File: config.mk
export PLATFORM = sky130hd
export DESIGN_NAME = qvr_round_sat
export DESIGN_NICKNAME = d
export VERILOG_FILES = /design/src/sv/qvr_pkg.sv /design/src/sv/qvr_round_sat.sv
export SDC_FILE = /design/constraint.sdc
export NUM_CORES = 1
export LEC_CHECK = 0
export BUFFER_PORTS_ARGS = -buffer_cell sky130_fd_sc_hd__buf_2
export CAP_MARGIN = 15
export CORE_AREA = 2 2 102 104
export DETAILED_ROUTE_END_ITERATION = 16
export DIE_AREA = 0 0 104 106
export PLACE_DENSITY_LB_ADDON = 0.3
export SKIP_CTS_REPAIR_TIMING = 1
export SLEW_MARGIN = 20
export SYNTH_ARGS = -nofsm -noshare
export SYNTH_HDL_FRONTEND = slang
export SYNTH_SLANG_ARGS = --single-unit
File: constraint.sdc
create_clock -name clk -period 6.6 [get_ports clk]
set_input_delay 1.32 -clock clk [delete_from_list [all_inputs] [get_ports clk]]
set_output_delay 1.32 -clock clk [all_outputs]
set_load 0.01 [all_outputs]
File: src/sv/qvr_pkg.sv
// Package for the quaternion vector rotate unit: widths, types,
// register indexes and the conjugate-product selection tables.
// No dependencies.
package qvr_pkg;

  localparam int COORD_WIDTH = 24;
  localparam int FRAC_BITS   = 14;
  localparam int QUAT_WIDTH  = 16;
  localparam int SHIFT_BITS  = 2 * FRAC_BITS;
  localparam int CFG_IDX_W   = 4;

  localparam int VPROD_W   = QUAT_WIDTH + COORD_WIDTH;
  localparam int P_W       = VPROD_W + 2;
  localparam int P_LO_W    = P_W / 2;
  localparam int P_HI_W    = P_W - P_LO_W;
  localparam int PART_LO_W = P_LO_W + 1 + QUAT_WIDTH;
  localparam int PART_HI_W = P_HI_W + QUAT_WIDTH;
  localparam int TERM_W    = P_W + QUAT_WIDTH;
  localparam int SUM_W     = TERM_W + 3;
  localparam int SHV_W     = SUM_W - SHIFT_BITS;

  typedef logic signed [COORD_WIDTH-1:0] coord_t;
  typedef logic signed [QUAT_WIDTH-1:0]  qcomp_t;
  typedef logic signed [VPROD_W-1:0]     vprod_t;
  typedef logic signed [P_W-1:0]         pval_t;
  typedef logic signed [PART_LO_W-1:0]   part_lo_t;
  typedef logic signed [PART_HI_W-1:0]   part_hi_t;
  typedef logic signed [TERM_W-1:0]      term_t;
  typedef logic signed [SUM_W-1:0]       sum_t;
  typedef logic signed [SHV_W-1:0]       shv_t;
  typedef logic [CFG_IDX_W-1:0]          cfg_idx_t;
  typedef logic [1:0]                    qidx_t;

  typedef struct packed {
    qcomp_t x;
    qcomp_t y;
    qcomp_t z;
    qcomp_t w;
  } quat_t;

  typedef struct packed {
    pval_t w;
    pval_t x;
    pval_t y;
    pval_t z;
  } pquad_t;

  localparam cfg_idx_t REG_ROT_X = cfg_idx_t'(0);
  localparam cfg_idx_t REG_ROT_Y = cfg_idx_t'(1);
  localparam cfg_idx_t REG_ROT_Z = cfg_idx_t'(2);
  localparam cfg_idx_t REG_ROT_W = cfg_idx_t'(3);

  localparam qcomp_t ROT_W_RESET = qcomp_t'(1 << FRAC_BITS);

  localparam qidx_t Q_IDX_X = 2'd0;
  localparam qidx_t Q_IDX_Y = 2'd1;
  localparam qidx_t Q_IDX_Z = 2'd2;
  localparam qidx_t Q_IDX_W = 2'd3;

  // q component paired with p.w, p.x, p.y, p.z for each output axis
  localparam qidx_t Q_SEL [0:2][0:3] = '{
    '{Q_IDX_X, Q_IDX_W, Q_IDX_Z, Q_IDX_Y},
    '{Q_IDX_Y, Q_IDX_Z, Q_IDX_W, Q_IDX_X},
    '{Q_IDX_Z, Q_IDX_Y, Q_IDX_X, Q_IDX_W}
  };
  // set where the term is subtracted
  localparam logic [0:3] T_NEG [0:2] = '{4'b1010, 4'b1001, 4'b1100};

  localparam coord_t COORD_MAX = {1'b0, {(COORD_WIDTH-1){1'b1}}};
  localparam coord_t COORD_MIN = {1'b1, {(COORD_WIDTH-1){1'b0}}};
  localparam sum_t   ROUND_HALF = sum_t'(1) << (SHIFT_BITS - 1);

  function automatic vprod_t mul_qv(qcomp_t a, coord_t b);
    return vprod_t'(a) * vprod_t'(b);
  endfunction

endpackage

File: src/sv/qvr_round_sat.sv
// Output stage: arithmetic shift of the biased sums, per-axis saturation,
// result register. Uses qvr_pkg.
module qvr_round_sat (
  input  logic            clk,
  input  logic            rst,
  input  logic            in_valid,
  output logic            in_ready,
  input  qvr_pkg::sum_t   sum [3],
  output logic            out_valid,
  input  logic            out_ready,
  output qvr_pkg::coord_t res [3],
  output logic            sat
);
  import qvr_pkg::*;

  logic   en;
  shv_t   shv [3];
  coord_t clip_val [3];
  logic   [2:0] clip;

  assign en       = !out_valid || out_ready;
  assign in_ready = en;

  always_comb begin
    for (int i = 0; i < 3; i++) begin
      shv[i] = $signed(sum[i][SUM_W-1:SHIFT_BITS]);
      if (shv[i] > shv_t'(COORD_MAX)) begin
        clip_val[i] = COORD_MAX;
        clip[i]     = 1'b1;
      end else if (shv[i] < shv_t'(COORD_MIN)) begin
        clip_val[i] = COORD_MIN;
        clip[i]     = 1'b1;
      end else begin
        clip_val[i] = shv[i][COORD_WIDTH-1:0];
        clip[i]     = 1'b0;
      end
    end
  end

  always_ff @(posedge clk) begin
    if (rst) begin
      out_valid <= 1'b0;
    end else if (en) begin
      out_valid <= in_valid;
    end
  end

  always_ff @(posedge clk) begin
    if (en && in_valid) begin
      res <= clip_val;
      sat <= |clip;
    end
  end

endmodule
* Word-level counts from Yosys, hierarchy flattened
Index checks and enable logic that the tools add are counted.
Widths: inputs -> output; s select.
** Word-level totals
- Register bits :: 74
- Output and inout bits :: 75
- Bits of input ports :: 187
- Logic and storage cells :: 24
** Cells by class
- Order comparisons :: 6
- Reductions and logical operators :: 4
- Muxes and demuxes :: 9
** Operators by type and width (number)
- $gt 33x24->1 const B :: 3
- $lt 33x24->1 const B :: 3
- $mux 24 :: 3
- $mux 1 :: 6
- $reduce_or 3->1 :: 1
- $logic_and 1x1->1 :: 1
- $logic_not 1->1 :: 1
- $logic_or 1x1->1 :: 1

* Depth between registers and ports, before layout
Gate-level depths: netlist of run 1.
- Depth after elaboration :: 4
- Mapped depth :: 4
- Depth with buffers taken out :: 4

* Worst setup path after synthesis of run 1
Ideal clock, no wire load.
- Path type :: input to register
- Start :: in out_ready
- End :: reg res[0] in the netlist's numbering (enable)
- Data arrival time :: 3.242 ns
- Path buffers :: 0
- Path slack :: 2.919 ns
- Stages :: 2
- Required time :: 6.161 ns
- Setup time :: 0.439 ns
- Cells stage by stage :: nand2b_1 and2_1
** On the way
- Word-level cells in the longest chain between the ends :: 2
** Ends and longest elaborated chain
- from (decl) :: RTL line qvr_round_sat.sv:10 : input logic out_ready,
- $logic_or 1x1->1 :: RTL line qvr_round_sat.sv:21 : assign en = !out_valid || out_ready;
- $logic_and 1x1->1 :: RTL line qvr_round_sat.sv:49 : if (en && in_valid) begin
- to (signal assigned) :: RTL line qvr_round_sat.sv:50 : res <= clip_val;
- to (decl) :: RTL line qvr_round_sat.sv:11 : output qvr_pkg::coord_t res [3],
No other way between the ends.
A chain may end at the register's enable or synchronous reset.

* Worst setup path after layout of run 1
- Start :: in out_ready
- End :: out in_ready
** On the way
- Word-level cells in the longest chain between the ends :: 1
** Ends and longest elaborated chain
- $logic_or 1x1->1 :: RTL line qvr_round_sat.sv:21
- to (decl) :: RTL line qvr_round_sat.sv:7 : output logic in_ready,
No other way between the ends.

==> impl_metrics.tcl, run 1 <==
set metrics [dict create \
    min_path_cells 2 \
    vdd_drop_max_mv 0.117 \
    core-area_sq_um 10000 \
    hold_violations 0 \
    hold_start "out_valid" \
    tns_ns 0 \
    first_global_vias 2334 \
    r2r-start "out_valid" \
    area_growth_pct 44.3 \
    syn-cell-area_sq_um 2980 \
    maxSlewViolCount 0 \
    synth_edf_count 73 \
    grt_first_pass_wirelength_mm 11.8 \
    grt_max_degree 74 \
    die_height_microns 106 \
    fmax_mhz 329 \
    yosysMostFrequentCell "edfxtp_1" \
    cap_violations 0 \
    worst-setup-path-type "input port to output pin" \
    setup_ws_ns 3.56 \
    final-setup-viol-count 0 \
    yosysTopAreaCell "edfxtp_1" \
    synth_area_per_cell_sq_um 15.8 \
    period_needed_ns 3.04 \
    rsz0062_at_grt "false" \
    hold_class "flop to flop" \
    drt-pass1-iter-count 4 \
    ff2ff_setup_slack_ns 4.97 \
    die_w_microns 104 \
    cts_buffer_depth 2 \
    holdWs_ns 0.528 \
    overflow 0 \
    viasPerCell 4.46 \
    nNetsFinal 550 \
    cts-htree-levels 3 \
    drt-total-wl_mm 7.39 \
    clk_latency_ns 0.35 \
    antenna_found_initial 0 \
    power.total_mw 1.15 \
    netlist_instances 188 \
    ys_warn_count 0 \
    final_util_pct 43.0 \
    initial_core_util_pct 29.8 \
    synth_area_leaders "edfxtp_1 74%, o21a_1 17%, o31ai_2 1.3%" \
    worstPathArrival_ns 1.72 \
    leakage_nw 1.77 \
    worst_slew_pin_slew_ns 0.983 \
    synth_ff_type "edfxtp_1" \
    ys_types 19 \
    synth_fp_nets 375 \
    hold_path_end "out_valid" \
    gp_congestion 0.723 \
    critPathMaxFanout 3 \
    synth_top_cell_area_share_pct 73.6 \
    fill_cells 992 \
    drtIter0Drc 92 \
    ys_seq_area_share_pct 74.3 \
    hpwl_mm 5.04 \
    grtUsageTotal_pct 13.7 \
    die_area_sq_um 11000 \
    dp_slack_ns 3.40 \
    p_per_area_nw_per_um2 269 \
    async_flop_share_pct 0 \
    cp-end-kind "output pin" \
    synth-seq-cells 74 \
    cp.required_ns 5.28 \
    rr_endpoint "res[1]" \
    io_pins 262 \
    drive_above_1_share_pct 54.1 \
    cts.sinks 74 \
    slew_headroom_pct 34.5 \
    cts_tree "built" \
    period_share_pct 46.0 \
    skew_ns 0.00763 \
    routed-via-count 2249 \
    ff2ff_path_depth 2 \
    antennaDiodeCount 0 \
    synth_common_cells "73 x edfxtp_1, 69 x o21a_1, 9 x clkbuf_1" \
    rows 37 \
    cts_made_buffers 9 \
    clockRootBuffer "clkbuf_8" \
    avgRoutedWirePerCell_microns 14.7 \
    port_buffers 177 \
    drtAntennaViolNets 0 \
    critPathLaunchType "input port" \
    status "complete, no violations" \
    clkSlewWorstSetupHoldPaths_ns 0.08 \
    drc 0 \
]
[routing by layer]
layer  vias to the layer above  part of all wire, %  track usage [%]
li1                       1090                    -                -
met2                       107                   49             22.3
met4                         0                  1.3             4.54
met1                      1042                   41             16.2
met5                         -                    0                0
met3                        10                  8.5             6.25
[placed cells by master (no fill, tap or decap), drive strengths merged, types with 4 or more instances in the layout]
cell type,count
clkbuf,9
bufinv,4
buf,179
edfxtp,73
o21a,69
[worst max path at each step]
stage / startpoint / endpoint / slack [ns]
final: out_ready / in_ready / 3.56
after global routing: out_ready / in_ready / 3.53
after global placement: sum[114] / sat / 3.41
after floorplan: out_ready / res[0] / 2.92
after detailed placement: sum[114] / sat / 3.40
after CTS: out_ready / in_ready / 3.56
[flip-flops by register name, summed over array words and instances, names as in the netlist]
name       flops
res           72
out_valid      1
sat            1
[layout make-up]
cell class	instances	area (sq um)	area share [%]
inverter	1	3.75	0.0874
sequential	74	2210	51.5
multi-input combinational	98	753	17.5
timing repair buffer	179	901	21.0
clock inverter	7	131	3.06
tap	136	170	3.96
clock buffer	9	124	2.88
[per-stage QoR]
stage,cells,cell area (sq um)
6_report,504,4300
5_1_grt,504,4300
4_1_cts,504,4290
3_5_place_dp,488,4030
3_3_place_gp,488,4020
2_1_floorplan,188,2980
[cells by family after synthesis]
family	count (synthesis)	synth area share [%]
flip-flops	74	74.3
AND/OR/NAND/NOR	22	3.95
buffers and inverters	16	2.27
AO/OA/AOI/OAI	76	19.5
[worst max-delay path: stages]
cell and delay [ns]:
buf_2 0.09, nand2b_1 0.16, buf_2 0.15
[power by group]
group | total [mW] | switching [mW] | internal [mW] | leakage [nW]
Clock | 0.457 | 0.171 | 0.286 | 0.126
Combinational | 0.135 | 0.0735 | 0.0619 | 0.919
Sequential | 0.562 | 0.00712 | 0.555 | 0.727
No activity file was read; power rests on OpenSTA's default activity.
==> inputs of run 2 (changes only) <==
--- a/config.mk
+++ b/config.mk
@@ -7,9 +7,9 @@
 export LEC_CHECK = 0
 export BUFFER_PORTS_ARGS = -buffer_cell sky130_fd_sc_hd__buf_2
 export CAP_MARGIN = 15
-export CORE_AREA = 2 2 102 104
+export CORE_AREA = 2 2 100 102
 export DETAILED_ROUTE_END_ITERATION = 16
-export DIE_AREA = 0 0 104 106
+export DIE_AREA = 0 0 102 104
 export PLACE_DENSITY_LB_ADDON = 0.3
 export SKIP_CTS_REPAIR_TIMING = 1
 export SLEW_MARGIN = 20
==> constraint.sdc (replaced) <==
create_clock -name clk -period 2.9 [get_ports clk]
set_input_delay 0.58 -clock clk [delete_from_list [all_inputs] [get_ports clk]]
set_output_delay 0.58 -clock clk [all_outputs]
set_load 0.01 [all_outputs]
==> impl_metrics.tcl, run 2 (synthesized netlist as in run 1, its figures left out) <==
set metrics [dict create \
    grt_first_pass_wirelength_mm 11.2 \
    worst-setup-path-type "input port to flop" \
    p_per_area_nw_per_um2 553 \
    clk_latency_ns 0.34 \
    period_share_pct 57.5 \
    stdcell_area_sq_um 4250 \
    clkSlewWorstSetupHoldPaths_ns 0.08 \
    dp_slack_ns 0.855 \
    first_global_vias 2286 \
    worstPathArrival_ns 1.76 \
    avgRoutedWirePerCell_microns 14.7 \
    grtUsageTotal_pct 14.0 \
    cts.sinks 74 \
    drt-total-wl_mm 7.46 \
    drtAntennaViolNets 0 \
    nNetsFinal 556 \
    drive_above_1_share_pct 54.3 \
    critPathMaxFanout 15 \
    largest-register "res" \
    r2r-start "out_valid" \
    antennaDiodeCount 0 \
    hold_violations 0 \
    skew_ns 0.00725 \
    overflow 0 \
    cp-startpoint "sum[176]" \
    antenna_found_initial 0 \
    setup_ws_ns 1.23 \
    io_pins 262 \
    cp.required_ns 3.00 \
    die_height_microns 104 \
    leakage_nw 1.76 \
    cts_tree "built" \
    final_util_pct 44.5 \
    hpwl_mm 5.31 \
    cpMaxStageDelayCell "nor4_1" \
    status "complete, no violations" \
    worst_slew_pin_slew_ns 0.523 \
    cp_cell_sequence "buf_2 > nor4_1 > a31oi_2 > buf_4 > o21a_1" \
    maxSlewViolCount 0 \
    die_w_microns 102 \
    cts_buffer_depth 2 \
    drtIter0Drc 51 \
    die_area_sq_um 10600 \
    cts-htree-levels 3 \
    layout_top_registers "res x72, out_valid x1, sat x1" \
    routed-via-count 2267 \
    port_buffers 177 \
    gp_congestion 0.800 \
    area_growth_pct 42.8 \
    initial_core_util_pct 31.2 \
    core-area_sq_um 9550 \
    hold_start "rst" \
    clockRootBuffer "clkbuf_8" \
    dp.cells 491 \
    layout.cells.most_common "buf_2" \
    vdd_drop_max_mv 0.252 \
    grt_max_degree 40 \
    viasPerCell 4.47 \
    drt-pass1-iter-count 4 \
    cp-end-kind "flop" \
    rsz0062_at_grt "false" \
    period_needed_ns 1.67 \
    finalNonFillerCells 507 \
    drc 0 \
    rows 36 \
    critPathLaunchType "input port" \
    layout_common_cells "177 x buf_2, 73 x edfxtp_1, 69 x o21a_1" \
    placed_cell_area_sq_um 4070 \
    fmax_mhz 599 \
    tns_ns 0 \
    final-setup-viol-count 0 \
    largest_reg_flops 72 \
    cap_violations 0 \
    cts_made_buffers 9 \
    slew_headroom_pct 65.0 \
    slowest_delay_ns 0.33 \
    hold_class "input port to flop" \
]
run 2: changes by cell type in the layout (fill, tap and decap cells not counted), moves of 2 or more:
cell,before,now
clkbuf_1,0,3
a31oi_2,1,3
buf_4,2,8
bufinv_16,4,1
a31oi_4,2,0
run 2: routing by layer:
| layer | track usage, % | part of all wire [%] |
|---|---|---|
| met5 | 0 | 0 |
| met3 | 3.83 | 7.2 |
| met2 | 24.4 | 53 |
| met1 | 15.2 | 38 |
| met4 | 7.52 | 1.9 |
run 2: report_power, final:
group	total (mW)	leakage (nW)	internal (mW)	switching (mW)
Combinational	0.315	0.948	0.146	0.170
Sequential	1.28	0.727	1.26	0.0163
Clock	0.756	0.0894	0.392	0.364
Total	2.35	1.76	1.80	0.550
run 2: layout make-up:
cell class / count / area [sq um]
fill: 920 / 5300
sequential: 74 / 2210
timing repair buffer: 185 / 946
multi-input combinational: 98 / 744
tap: 133 / 166
clock buffer: 12 / 135
clock inverter: 4 / 42.5
inverter: 1 / 3.75
run 2: worst max-delay path, delay by kind of cell:
family                 cells  cell delay (ns)
buffers and inverters      2             0.38
AOI/OAI and AO/OA          2             0.46
and+or+nand+nor            1             0.33
run 2: final timing paths:
check | end | slack (ns) | depth (start not counted)
setup / recovery | res[53] | 1.23 | 5
hold / removal | out_valid | 0.38 | 2
setup reg to reg | res[26] | 1.29 | 3
hold reg to reg | out_valid | 0.52 | 2
run 2: per-stage QoR:
step	total power [mW]	hold WS [ns]
floorplan	1.45	0.593
global placement	1.62	0.494
detailed placement	1.62	0.515
CTS	2.39	0.350
global route	2.46	0.363
finish	2.35	0.379
==> inputs of run 3 (changes only) <==
--- a/config.mk
+++ b/config.mk
@@ -5,11 +5,12 @@
 export SDC_FILE = /design/constraint.sdc
 export NUM_CORES = 1
 export LEC_CHECK = 0
+export ABC_AREA = 1
 export BUFFER_PORTS_ARGS = -buffer_cell sky130_fd_sc_hd__buf_2
 export CAP_MARGIN = 15
-export CORE_AREA = 2 2 100 102
+export CORE_AREA = 2 2 102 104
 export DETAILED_ROUTE_END_ITERATION = 16
-export DIE_AREA = 0 0 102 104
+export DIE_AREA = 0 0 104 106
 export PLACE_DENSITY_LB_ADDON = 0.3
 export SKIP_CTS_REPAIR_TIMING = 1
 export SLEW_MARGIN = 20
==> constraint.sdc (replaced) <==
create_clock -name clk -period 1.5 [get_ports clk]
set_input_delay 0.3 -clock clk [delete_from_list [all_inputs] [get_ports clk]]
set_output_delay 0.3 -clock clk [all_outputs]
set_load 0.01 [all_outputs]
==> impl_metrics.tcl, run 3 <==
set metrics [dict create \
    drtAntennaViolNets 0 \
    avgRoutedWirePerCell_microns 12.2 \
    period_share_pct 79.6 \
    drt-pass1-iter-count 4 \
    critPathLaunchType "flop" \
    dp_slack_ns 0.118 \
    hpwl_mm 5.41 \
    skew_ns 0.0109 \
    grt_max_degree 40 \
    fill_cells 1001 \
    period_needed_ns 1.19 \
    setup_ws_ns 0.306 \
    leakage_nw 2.07 \
    stdcell_area_sq_um 4460 \
    first_global_vias 2522 \
    worst_slew_pin_slew_ns 0.219 \
    synth_top_cell_area_share_pct 68.7 \
    core-area_sq_um 10000 \
    worst-setup-path-type "flop to output pin" \
    layout_top_registers "res x72, out_valid x1, sat x1" \
    yosysMostFrequentCell "nand2_1" \
    synth-seq-cells 74 \
    cts_buffer_depth 2 \
    io_pins 262 \
    vdd_drop_max_mv 0.393 \
    holdWs_ns 0.114 \
    ys_types 19 \
    layout_common_cells "177 x buf_2, 109 x nand2_1, 73 x edfxtp_1" \
    routed-via-count 2554 \
    grtUsageTotal_pct 13.3 \
    yosysTopAreaCell "edfxtp_1" \
    die_area_sq_um 11000 \
    clockRootBuffer "clkbuf_8" \
    cp.required_ns 1.20 \
    cp-end-kind "output pin" \
    synth_area_per_cell_sq_um 11.2 \
    cts_tree "built" \
    multi_input_area_sq_um 766 \
    syn-cell-area_sq_um 3190 \
    initial_core_util_pct 31.9 \
    viasPerCell 4.22 \
    synth_area_leaders "edfxtp_1 69%, nand2_1 13%, inv_1 3.2%" \
    cts-htree-levels 3 \
    worstPathArrival_ns 0.89 \
    overflow 0 \
    synth_compound_area_share_pct 6.62 \
    synth_edf_count 73 \
    rows 37 \
    drtIter0Drc 97 \
    clk_latency_ns 0.34 \
    nNetsFinal 651 \
    synthSimpleGateAreaFrac_pct 17.0 \
    muxShareOfSynthArea_pct 0 \
    ys_warn_count 0 \
    drive_above_1_share_pct 46.9 \
    dp.cells 589 \
    antenna_found_initial 0 \
    rsz0062_at_grt "false" \
    die_w_microns 104 \
    drc 0 \
    synth_common_cells "109 x nand2_1, 73 x edfxtp_1, 27 x inv_1" \
    area_growth_pct 39.8 \
    placed_cell_area_sq_um 4270 \
    yosys.area_share.xor_xnor_pct 0 \
    die_height_microns 106 \
    grt_first_pass_wirelength_mm 11.7 \
    hold_violations 0 \
    finalNonFillerCells 605 \
    tns_ns 0 \
    async_flop_share_pct 0 \
    drt-total-wl_mm 7.36 \
    synth_ff_type "edfxtp_1" \
    antennaDiodeCount 0 \
    hold_class "input port to flop" \
    layout.cells.most_common "buf_2" \
    cap_violations 0 \
    regArea_sq_um 2210 \
    final-setup-viol-count 0 \
    largest_reg_flops 72 \
    synth_top_family_by_area "simple AND/OR/NAND/NOR gates" \
    critPathMaxFanout 3 \
    gp_congestion 0.754 \
    status "complete, no violations" \
    largest-register "res" \
    synth_fp_nets 471 \
    p_per_area_nw_per_um2 1030 \
    cts.sinks 74 \
    synthAdderAreaFrac_pct 0 \
    netlist_instances 284 \
    slew_headroom_pct 85.4 \
    port_buffers 177 \
    ys_seq_area_share_pct 69.3 \
    clkSlewWorstSetupHoldPaths_ns 0.07 \
    maxSlewViolCount 0 \
    cts_made_buffers 9 \
    fmax_mhz 838 \
]
[run 3: path summary, 6_finish.rpt]
kind                  start         to  slack (ns)  depth (start not counted)
hold reg to reg   out_valid  out_valid        0.51                          2
hold / removal          rst  out_valid        0.11                          2
setup reg to reg  out_valid    res[46]        0.39                          2
setup / recovery  out_valid   in_ready        0.31                          2
[run 3: worst max-delay path, stage by stage (launching register included)]
cell and delay [ns]:
dfxtp_2 0.36, nand2_1 0.07, buf_2 0.14
[run 3: cell type report]
type / instances / area share, %
Sequential cell: 74 / 49.6
Clock inverter: 6 / 1.46
Timing Repair Buffer: 184 / 22.7
Tap cell: 136 / 3.81
Inverter: 28 / 2.41
Clock buffer: 10 / 2.86
Multi-Input combinational cell: 167 / 17.2
[run 3: per-layer routing]
layer | wire length, microns | track usage, % | vias up
li1 | - | - | 1287
met1 | 3100 | 15.9 | 1155
met2 | 3670 | 23.4 | 104
met3 | 466 | 3.25 | 8
met4 | 113 | 5.21 | 0
met5 | 0 | 0 | -
[run 3: kinds of logic after synthesis]
group | after synthesis
flops | 74
buf+inv | 43
simple gates | 139
compound gates | 28
[run 3: metrics by stage]
step,power (mW),utilization (%)
finish,4.62,44.6
global route,4.84,44.6
CTS,4.68,44.6
detailed placement,3.14,42.7
global placement,3.13,42.7
floorplan,2.82,-
[run 3: report_power, final]
part / leakage [nW] / internal [mW] / total, mW / switching (mW)
clock: 0.0966 / 0.773 / 1.53 / 0.759
sequential: 0.703 / 2.43 / 2.46 / 0.0289
combinational: 1.27 / 0.279 / 0.627 / 0.348
total: 2.07 / 3.48 / 4.62 / 1.14
